[src/design/rtcdc_pkg.sv]
// Shared widths, codes and handshake types for the RTC drift calibration block.
// No dependencies; imported by rtcdc_div and rtc_drift_calibration.
package rtcdc_pkg;

  localparam int TIME_W    = 32;
  localparam int FRAC_BITS = 20;
  localparam int DVD_W     = TIME_W + FRAC_BITS;
  localparam int CNT_W     = $clog2(DVD_W);
  localparam int TRIM_W    = 9;
  localparam int STATUS_W  = 2;

  localparam logic [TRIM_W-1:0] TRIM_MAX = 9'd511;

  typedef enum logic [STATUS_W-1:0] {
    ST_UPDATED  = 2'd0,
    ST_REJECTED = 2'd1,
    ST_EQUAL    = 2'd2
  } status_t;

  typedef struct packed {
    logic busy;
    logic done;
  } div_sts_t;

endpackage

[src/design/rtcdc_div.sv]
// Restoring radix-2 divider: one quotient bit per cycle while busy.
// Depends on rtcdc_pkg for widths and the status struct.
module rtcdc_div (
  input  logic                        clk,
  input  logic                        rst_n,
  input  logic                        start,
  input  logic [rtcdc_pkg::DVD_W-1:0] dividend,
  input  logic [rtcdc_pkg::TIME_W-1:0] divisor,
  output rtcdc_pkg::div_sts_t          sts,
  output logic [rtcdc_pkg::DVD_W-1:0] quotient
);
  import rtcdc_pkg::*;

  logic [DVD_W-1:0]  dvd_r, dvd_nxt;
  logic [TIME_W-1:0] rem_r, rem_nxt;
  logic [TIME_W-1:0] dvs_r;
  logic [CNT_W-1:0]  cnt_r, cnt_nxt;
  logic              busy_r, busy_nxt;
  logic              done_r, done_nxt;
  logic [TIME_W:0]   trial;
  logic [TIME_W:0]   trial_sub;
  logic              fits;

  // Shift the next dividend bit into the partial remainder and try a subtract.
  assign trial     = {rem_r, dvd_r[DVD_W-1]};
  assign trial_sub = trial - {1'b0, dvs_r};
  assign fits      = (trial >= {1'b0, dvs_r});

  always_comb begin
    dvd_nxt  = dvd_r;
    rem_nxt  = rem_r;
    cnt_nxt  = cnt_r;
    busy_nxt = busy_r;
    done_nxt = 1'b0;
    if (start) begin
      dvd_nxt  = dividend;
      rem_nxt  = '0;
      cnt_nxt  = '0;
      busy_nxt = 1'b1;
    end else if (busy_r) begin
      rem_nxt = fits ? trial_sub[TIME_W-1:0] : trial[TIME_W-1:0];
      dvd_nxt = {dvd_r[DVD_W-2:0], fits};
      cnt_nxt = cnt_r + 1'b1;
      if (cnt_r == CNT_W'(DVD_W - 1)) begin
        busy_nxt = 1'b0;
        done_nxt = 1'b1;
      end
    end
  end

  always_ff @(posedge clk) begin
    if (!rst_n) begin
      busy_r <= 1'b0;
      done_r <= 1'b0;
      cnt_r  <= '0;
    end else begin
      busy_r <= busy_nxt;
      done_r <= done_nxt;
      cnt_r  <= cnt_nxt;
    end
    dvd_r <= dvd_nxt;
    rem_r <= rem_nxt;
    if (start) begin
      dvs_r <= divisor;
    end
  end

  assign sts.busy = busy_r;
  assign sts.done = done_r;
  assign quotient = dvd_r;

endmodule

[src/design/rtc_drift_calibration.sv]
// RTC drift calibration: one item at a time. A rejected or equal-time item gives its
// result in the cycle after acceptance; an update item gets its result once the 52-step
// serial divider (one quotient bit per cycle) is done, and no new item is taken until the
// result has been accepted. in_ready is high only while idle with no result pending.
// Synchronous active-low reset: trim and last update time clear to zero, block idle.
// Depends on rtcdc_pkg and rtcdc_div.
module rtc_drift_calibration (
  input  logic                           clk,
  input  logic                           rst_n,
  input  logic                           in_valid,
  output logic                           in_ready,
  input  logic [rtcdc_pkg::TIME_W-1:0]   in_reference_time,
  input  logic [rtcdc_pkg::TIME_W-1:0]   in_local_time,
  output logic                           out_valid,
  input  logic                           out_ready,
  output logic [rtcdc_pkg::TRIM_W-1:0]   out_trim_value,
  output logic [rtcdc_pkg::STATUS_W-1:0] out_status,
  output logic                           out_saturated
);
  import rtcdc_pkg::*;

  typedef enum logic [2:0] {
    S_IDLE = 3'b001,
    S_DIV  = 3'b010,
    S_OUT  = 3'b100
  } state_t;

  state_t              state_r, state_nxt;
  logic [TRIM_W-1:0]   trim_r, trim_nxt;
  logic [TIME_W-1:0]   last_r, last_nxt;
  logic [TIME_W-1:0]   ref_hold_r, ref_hold_nxt;
  logic                fast_r, fast_nxt;
  logic [TRIM_W-1:0]   o_trim_r, o_trim_nxt;
  logic [STATUS_W-1:0] o_status_r, o_status_nxt;
  logic                o_sat_r, o_sat_nxt;

  logic                in_acc;
  logic                rejected;
  logic                equal;
  logic                fast;
  logic [TIME_W-1:0]   diff;
  logic [TIME_W-1:0]   span;
  logic [DVD_W-1:0]    dividend;
  logic                div_start;
  div_sts_t            div_sts;
  logic [DVD_W-1:0]    delta;
  logic [TRIM_W-1:0]   headroom;

  assign in_ready = (state_r == S_IDLE);
  assign in_acc   = in_valid && in_ready;

  // Decode the arriving item against the stored last update time.
  assign rejected = (last_r >= in_reference_time);
  assign equal    = (in_local_time == in_reference_time);
  assign fast     = (in_local_time > in_reference_time);
  assign diff     = fast ? (in_local_time - in_reference_time)
                         : (in_reference_time - in_local_time);
  assign span     = in_reference_time - last_r;
  // Scale the drift by 2^20 ahead of the divide; the product is exact in 52 bits.
  assign dividend = {diff, {FRAC_BITS{1'b0}}};

  assign div_start = in_acc && !rejected && !equal;

  rtcdc_div u_div (
    .clk      (clk),
    .rst_n    (rst_n),
    .start    (div_start),
    .dividend (dividend),
    .divisor  (span),
    .sts      (div_sts),
    .quotient (delta)
  );

  assign headroom = TRIM_MAX - trim_r;

  always_comb begin
    state_nxt    = state_r;
    trim_nxt     = trim_r;
    last_nxt     = last_r;
    ref_hold_nxt = ref_hold_r;
    fast_nxt     = fast_r;
    o_trim_nxt   = o_trim_r;
    o_status_nxt = o_status_r;
    o_sat_nxt    = o_sat_r;
    case (state_r)
      S_IDLE: begin
        if (in_acc) begin
          if (rejected) begin
            // Hold trim and last update time; report the trim as is.
            o_trim_nxt   = trim_r;
            o_status_nxt = ST_REJECTED;
            o_sat_nxt    = 1'b0;
            state_nxt    = S_OUT;
          end else if (equal) begin
            // No drift: change nothing, not even the last update time.
            o_trim_nxt   = trim_r;
            o_status_nxt = ST_EQUAL;
            o_sat_nxt    = 1'b0;
            state_nxt    = S_OUT;
          end else begin
            ref_hold_nxt = in_reference_time;
            fast_nxt     = fast;
            state_nxt    = S_DIV;
          end
        end
      end
      S_DIV: begin
        if (div_sts.done) begin
          // Apply the quotient with clamping at both ends of the trim range.
          if (fast_r) begin
            if (delta > DVD_W'(headroom)) begin
              trim_nxt  = TRIM_MAX;
              o_sat_nxt = 1'b1;
            end else begin
              trim_nxt  = trim_r + delta[TRIM_W-1:0];
              o_sat_nxt = 1'b0;
            end
          end else begin
            if (delta > DVD_W'(trim_r)) begin
              trim_nxt  = '0;
              o_sat_nxt = 1'b1;
            end else begin
              trim_nxt  = trim_r - delta[TRIM_W-1:0];
              o_sat_nxt = 1'b0;
            end
          end
          o_trim_nxt   = trim_nxt;
          o_status_nxt = ST_UPDATED;
          last_nxt     = ref_hold_r;
          state_nxt    = S_OUT;
        end
      end
      S_OUT: begin
        // Hold the result until the sink takes it.
        if (out_ready) begin
          state_nxt = S_IDLE;
        end
      end
      default: begin
        state_nxt = S_IDLE;
      end
    endcase
  end

  always_ff @(posedge clk) begin
    if (!rst_n) begin
      state_r <= S_IDLE;
      trim_r  <= '0;
      last_r  <= '0;
    end else begin
      state_r <= state_nxt;
      trim_r  <= trim_nxt;
      last_r  <= last_nxt;
    end
    ref_hold_r <= ref_hold_nxt;
    fast_r     <= fast_nxt;
    o_trim_r   <= o_trim_nxt;
    o_status_r <= o_status_nxt;
    o_sat_r    <= o_sat_nxt;
  end

  assign out_valid      = (state_r == S_OUT);
  assign out_trim_value = o_trim_r;
  assign out_status     = o_status_r;
  assign out_saturated  = o_sat_r;

`ifndef SYNTHESIS
  a_one_item: assert property (@(posedge clk) disable iff (!rst_n)
    !(in_ready && out_valid))
    else $error("input accepted while a result is pending");

  a_sat_only_update: assert property (@(posedge clk) disable iff (!rst_n)
    (out_valid && out_saturated) |-> (out_status == ST_UPDATED))
    else $error("saturation flagged on a result that did not update the trim");

  a_done_in_div: assert property (@(posedge clk) disable iff (!rst_n)
    div_sts.done |-> (state_r == S_DIV))
    else $error("divider finished outside the divide state");

  a_start_idle_div: assert property (@(posedge clk) disable iff (!rst_n)
    div_start |-> !div_sts.busy)
    else $error("divider restarted while busy");

  a_release: assert property (@(posedge clk) disable iff (!rst_n)
    (out_valid && out_ready) |=> in_ready)
    else $error("block not ready after the result was taken");
`endif

endmodule

[config.mk]
export PLATFORM = sky130hd
export DESIGN_NAME = rtc_drift_calibration
export DESIGN_NICKNAME = d
export VERILOG_FILES = /design/src/design/rtcdc_pkg.sv /design/src/design/rtcdc_div.sv /design/src/design/rtc_drift_calibration.sv
export SDC_FILE = /design/constraint.sdc
export NUM_CORES = 1
export LEC_CHECK = 0
export ABC_AREA = 1
export BUFFER_PORTS_ARGS = -buffer_cell sky130_fd_sc_hd__buf_2
export CORE_ASPECT_RATIO = 1.4
export CORE_MARGIN = 8
export CORE_UTILIZATION = 64
export DETAILED_ROUTE_END_ITERATION = 8
export GPL_TIMING_DRIVEN = 0
export PLACE_DENSITY = 0.85
export SKIP_CTS_REPAIR_TIMING = 1
export SLEW_MARGIN = 10
export SYNTH_ARGS = -nofsm -noshare
export SYNTH_HDL_FRONTEND = slang
export SYNTH_SLANG_ARGS = --single-unit
[constraint.sdc]
create_clock -name clk -period 3.35 [get_ports clk]
set_input_delay 0.335 -clock clk [delete_from_list [all_inputs] [get_ports clk]]
set_output_delay 0.335 -clock clk [all_outputs]
set_load 0.02 [all_outputs]
-- Yosys cells after proc, flatten, opt, wreduce, memory -nomap -nowiden
Cells that the tools add are included.
- bits of input ports: 68
- logic and storage cells: 89
- output and inout bits: 14
- bits in registers: 213
- order comparisons: 5
- equal/unequal tests: 9
- multiplexer cells: 35
- reduce and logical (&&, ||, !) cells: 13
- add/sub/neg operators: 8
- bitwise logic cells: 4
- operators with widths (kind ; count):
    32-bit subtractor ; 4
    52-bit by 9-bit greater-than comparator with 1-bit output ; 2
    52-bit 2-to-1 mux ; 2
    32-bit 2-to-1 mux ; 2
    9-bit 2-to-1 mux ; 7
    33-bit by 32-bit >= comparator with 1-bit output ; 1
    32-bit == test ; 1
    32-bit >= comparator ; 1
    32-bit greater-than comparator ; 1
    9-bit case mux with 2 select lines ; 1
    3-bit 2-to-1 mux ; 5
    1-bit 2-to-1 mux ; 11
    9-bit adder ; 1
    3-bit case mux with 3 select lines ; 1
    9-bit subtractor ; 1
    9-bit subtractor (first input constant) ; 1
    2-bit 2-to-1 mux ; 4
    4-bit AND reduction ; 2
    6-bit by 1-bit adder with 6-bit output (second input constant) ; 1
    6-bit == test (second input constant) ; 1
    2-bit by 1-bit inequality test with 1-bit output (second input constant) ; 3
    1-bit inverter ; 4
    2-bit case mux with 2 select lines ; 1
    2-bit nonzero test ; 2
    other kinds (11) ; 14

-- Depth between registers and ports, before layout
- depth in word-level cells: 6
- mapped depth: 20

-- Cells and area by module
From an unflattened synthesis, not the netlist that was laid out.
- cells, all modules: 2827
- area, all modules: 18791.8 µm²
- by module, submodules not included (module ; cells an instance ; times used ; area each (µm²) ; seq. area each (µm²)):
    rtc_drift_calibration ; 1737 ; 1 ; 11015.6 ; 2232.1
    rtcdc_div ; 1090 ; 1 ; 7776.2 ; 3323.2

-- Worst setup path after synthesis
Ideal clock, no wire load.
- path kind: input to register
- from: input in_reference_time[0] (netlist bit)
- to: register fast_r (enable)
- stages: 16
- data arrival time: 2398 ps
- setup slack: 579 ps
- setup time: 373 ps
- cell sequence: inv_1 > ha_1 > fa_1 > inv_1 > nand2_1 > nand2_1 > nand3_1 > nand2_2 > nand2_1 > nand2_2 > nand2_1 > nand2_2 > nand4_4 > buf_6 > buf_6 > inv_2
- word-level cells in the longest chain between the ends: 3
- elaborated cells on any way between the ends: 5
- classes of those cells: order compare: 1; eq/ne: 1; bitwise: 2; reduce/logical: 1
- RTL lines (item ; line ; RTL):
    from (decl) ; rtc_drift_calibration.sv:12 ; input logic [rtcdc_pkg::TIME_W-1:0] in_reference_time,
    32-bit >= comparator or 32-bit == test (tied branches) ; rtc_drift_calibration.sv:53, rtc_drift_calibration.sv:54 ;
    1-bit inverter (no line) ; n/a ;
    4-bit AND reduction (no line) (*) ; n/a ;
    to (signal assigned) ; rtc_drift_calibration.sv:156 ; fast_r <= fast_nxt;
    to (decl) ; rtc_drift_calibration.sv:32 ; logic fast_r, fast_nxt;
Every way passes the cells marked *; elsewhere a longest branch is shown, timed or not.
A chain may end at the register's enable or synchronous reset.

-- Worst setup path in the final report
- from: register last_r[0]
- to: register u_div.rem_r[13]
- word-level cells in the longest chain between the ends: 4
- RTL lines (item ; line ; RTL):
    from (decl) ; rtc_drift_calibration.sv:30 ; logic [TIME_W-1:0] last_r, last_nxt;
    from (signal assigned) ; rtc_drift_calibration.sv:153 ; last_r <= last_nxt;
    32-bit >= comparator ; rtc_drift_calibration.sv:53 ; assign rejected = (last_r >= in_reference_time);
    1-bit zero test ; rtc_drift_calibration.sv:62 ; assign div_start = in_acc && !rejected && !equal;
    1-bit logical AND (2 in a row) ; rtc_drift_calibration.sv:62 ;
    to (signal assigned) ; rtcdc_div.sv:62 ; rem_r <= rem_nxt;
    to (decl) ; rtcdc_div.sv:15 ; logic [TIME_W-1:0] rem_r, rem_nxt;
No other way between the ends.

==> results.yml <==
sta:
  fin_skew_ns: 0.00740
  min_period_ns: 3.14
  tns_ns: 0
  finalCritPeriodShare_pct: 93.8
  drv_slew: 0
  fmax_mhz: 318
  rsz0062_at_grt: "false"
  setup_viol: 0
  fin_ws_ns: 0.206
  whs_ns: 0.0366
  max_slew_margin_pct: 41.5
  worst_pin_slew_ns: 0.877
  hold_viol: 0
synthesis:
  ys_warn_count: 0
  synth_ff_type: "edfxtp_1"
  ys_types: 45
  synth_edf_count: 109
  syn_avg_cell_area_um2: 6.21
  netlist_top_cells_area: "nand2_1 (23%), edfxtp_1 (17%), dfxtp_1 (11%)"
  syn_area_mm2: 0.0190
  ys_seq_area_share_pct: 28.2
  syn_nets: 3282
  ys_async_sr_fraction_pct: 0
  yosys.area.top_type: "nand2_1"
  synth_cells: 3053
  yosys_register_bits: 213
  yosysTopAreaCellShare_pct: 23.1
clocking:
  clk-insertion-delay-late_ns: 0.51
  cts_root_buf: "clkbuf_16"
  cts.sinks: 213
  cts_max_level: 1
  cts_buffers: 21
  clock_path_buffers: 3
  cts.reportedPaths.clkPinSlew_ns: 0.06
  cts_tree: "done"
global_route:
  antenna_found_initial: 1
  grt_usage_pct: 32.8
  grt_pass1_wl_um: 93300
  grt_overflow: 0
  grt_pass1_vias: 18892
  grt_max_degree: 42
floorplanning:
  core-area_mm2: 0.0292
  die_w_um: 161
  fp.dieArea_mm2: 0.0355
  io_pins: 82
  rows: 74
  initial_utilization_pct: 65.0
  die_height_um: 220
pwr:
  seq_power_share_pct: 38.5
  clock_power_share_pct: 27.3
  total_power_mw: 8.99
  p_sw_share_pct: 37.2
  p_int_mw: 5.64
  leakagePower_nw: 11.3
  peakVddDrop_uv: 457
  pwr-share-comb_pct: 34.2
  power_density_mw_per_mm2: 437
  p_sw_mw: 3.35
finish:
  syn2layout_area_growth_pct: 8.42
  drive_gt1_share_pct: 6.75
  nets: 3386
  post-route-util_pct: 70.5
detailed_routing:
  firstDrtPassIters: 6
  ant_nets: 0
  viasPerCell: 5.49
  dr_total_vias: 19494
  drtIter0Drc: 1645
  drt_wl_total_um: 59500
  wl_per_cell_um: 16.8
  drc: 0
place:
  io_buffers: 81
  place_congestion: 1.03
  pre_cts_ws_ns: -0.335
  hpwl_um: 48600
min_path:
  holdCritPathClass: "primary input to flip-flop"
setup_path:
  crit_type: "flip-flop to flip-flop"
  arrival_ns: 3.54
  required_ns: 3.75
  crit_fanout: 34
  cp-end-kind: "flip-flop"
  cp-start-kind: "flip-flop"
run:
  maxCapViolCount: 0
run_status:
  status: "completed"
## power by group through the flow
stage | Sequential [mW] | Clock, mW | Combinational (mW)
2_1_floorplan | 3.54 | 0 | 2.01
3_3_place_gp | 3.49 | 0 | 2.92
3_5_place_dp | 3.51 | 0 | 2.98
4_1_cts | 3.46 | 2.46 | 3.01
5_1_grt | 3.50 | 2.56 | 3.36
6_report | 3.46 | 2.45 | 3.07
## flip-flops by register name, summed over array words and instances, names as in the netlist
name            cells
last_r             32
u_div.done_r        1
out_status          2
u_div.cnt_r         6
u_div.dvs_r        32
u_div.busy_r        1
ref_hold_r         32
fast_r              1
out_trim_value      9
state_r             3
u_div.rem_r        32
out_saturated       1
u_div.quotient     52
trim_r              9
## layout by cell type, fill, tap and decap left out, drive strengths merged, types with 2 or more instances in the layout
cell     netlist  routed
o2111ai        2       2
nand2       1178    1178
ha           155     155
nor3          21      21
a31oi          3       3
clkinv         2       5
nor4           4       4
dfxtp        104     104
a21oi        162     162
xnor2         22      22
o221ai         2       2
or2            9       9
edfxtp       109     109
nand4         35      35
fa             6       6
bufinv         0       3
nand3b        10      10
o21ai        104     104
xor2          58      58
a21o           5       5
buf           40     121
and3           2       2
inv          588     590
and2          12      12
nand3        158     158
clkbuf        31      59
nor2         209     209
o21a           5       5
o21bai        13      13
## cell usage after synthesis (6+ instances only)
cell type and count:
nand3_1 157, edfxtp_1 109, buf_2 27, and2_1 12, clkbuf_1 26, nor2_1 202, o21bai_1 13, inv_2 34
o21ai_0 98, inv_1 554, dfxtp_1 104, fa_1 6, o21ai_1 6, nor3_1 19, xnor2_1 22, or2_1 6
a21oi_1 162, buf_6 9, nor2_2 7, xor2_1 58, nand2_2 8, nand2_1 1169, nand4_1 34, nand3b_1 10
ha_1 155
## cell type report
class | instances | area, µm²
inverters | 590 | 2220
clock inverters | 9 | 123
multi-input cells | 2179 | 11000
flip-flops and latches | 213 | 5360
repair buffers | 81 | 405
plain buffers | 71 | 392
well taps | 380 | 475
clock buffers | 28 | 583
fillers | 2538 | 8610
diodes | 1 | 2.50
## layer usage
metal	vias to the layer above	GRT usage, %	part of all wire, %
met5	-	0	0.018
met4	2	19.5	6.2
met3	214	4.09	6.7
met2	854	60.4	49
met1	8816	35.4	38
li1	9608	-	-
## critical path: stages (launching register included)
cell and delay, ns:
dfxtp_1 0.35, ha_1 0.23, fa_1 0.42, inv_1 0.07, nand2_1 0.07, nand2_1 0.08, nand3_1 0.09, nand2_2 0.12
nand2_1 0.08, nand2_2 0.13, nand2_1 0.08, nand2_2 0.18, nand4_4 0.21, nand2_4 0.42, inv_2 0.15, buf_6 0.18
nand2_1 0.08, nand2_1 0.06
## per-stage QoR
stage | cell area [µm²] | cells
6_report | 20600 | 3552
4_1_cts | 20500 | 3551
3_3_place_gp | 19800 | 3514
2_1_floorplan | 19000 | 3053
5_1_grt | 20600 | 3551
3_5_place_dp | 19800 | 3514
## path summary, 6_finish.rpt
check | startpoint | to | slack, ns | cells past startpoint
hold reg to reg | last_r[7] | last_r[7] | 0.46 | 2
hold / removal | in_reference_time[31] | ref_hold_r[31] | 0.04 | 1
setup reg to reg | last_r[0] | u_div.rem_r[13] | 0.21 | 17
setup / recovery | last_r[0] | u_div.rem_r[13] | 0.21 | 17
## cells by family after synthesis
| family | share of synthesized area, % |
|---|---|
| compound gates | 8.33 |
| xor+xnor | 3.70 |
| fa+ha+maj | 10.9 |
| buf+inv | 13.7 |
| flops | 28.2 |
| simple gates | 35.1 |
Note: power is estimated with default switching activity, not from simulation.
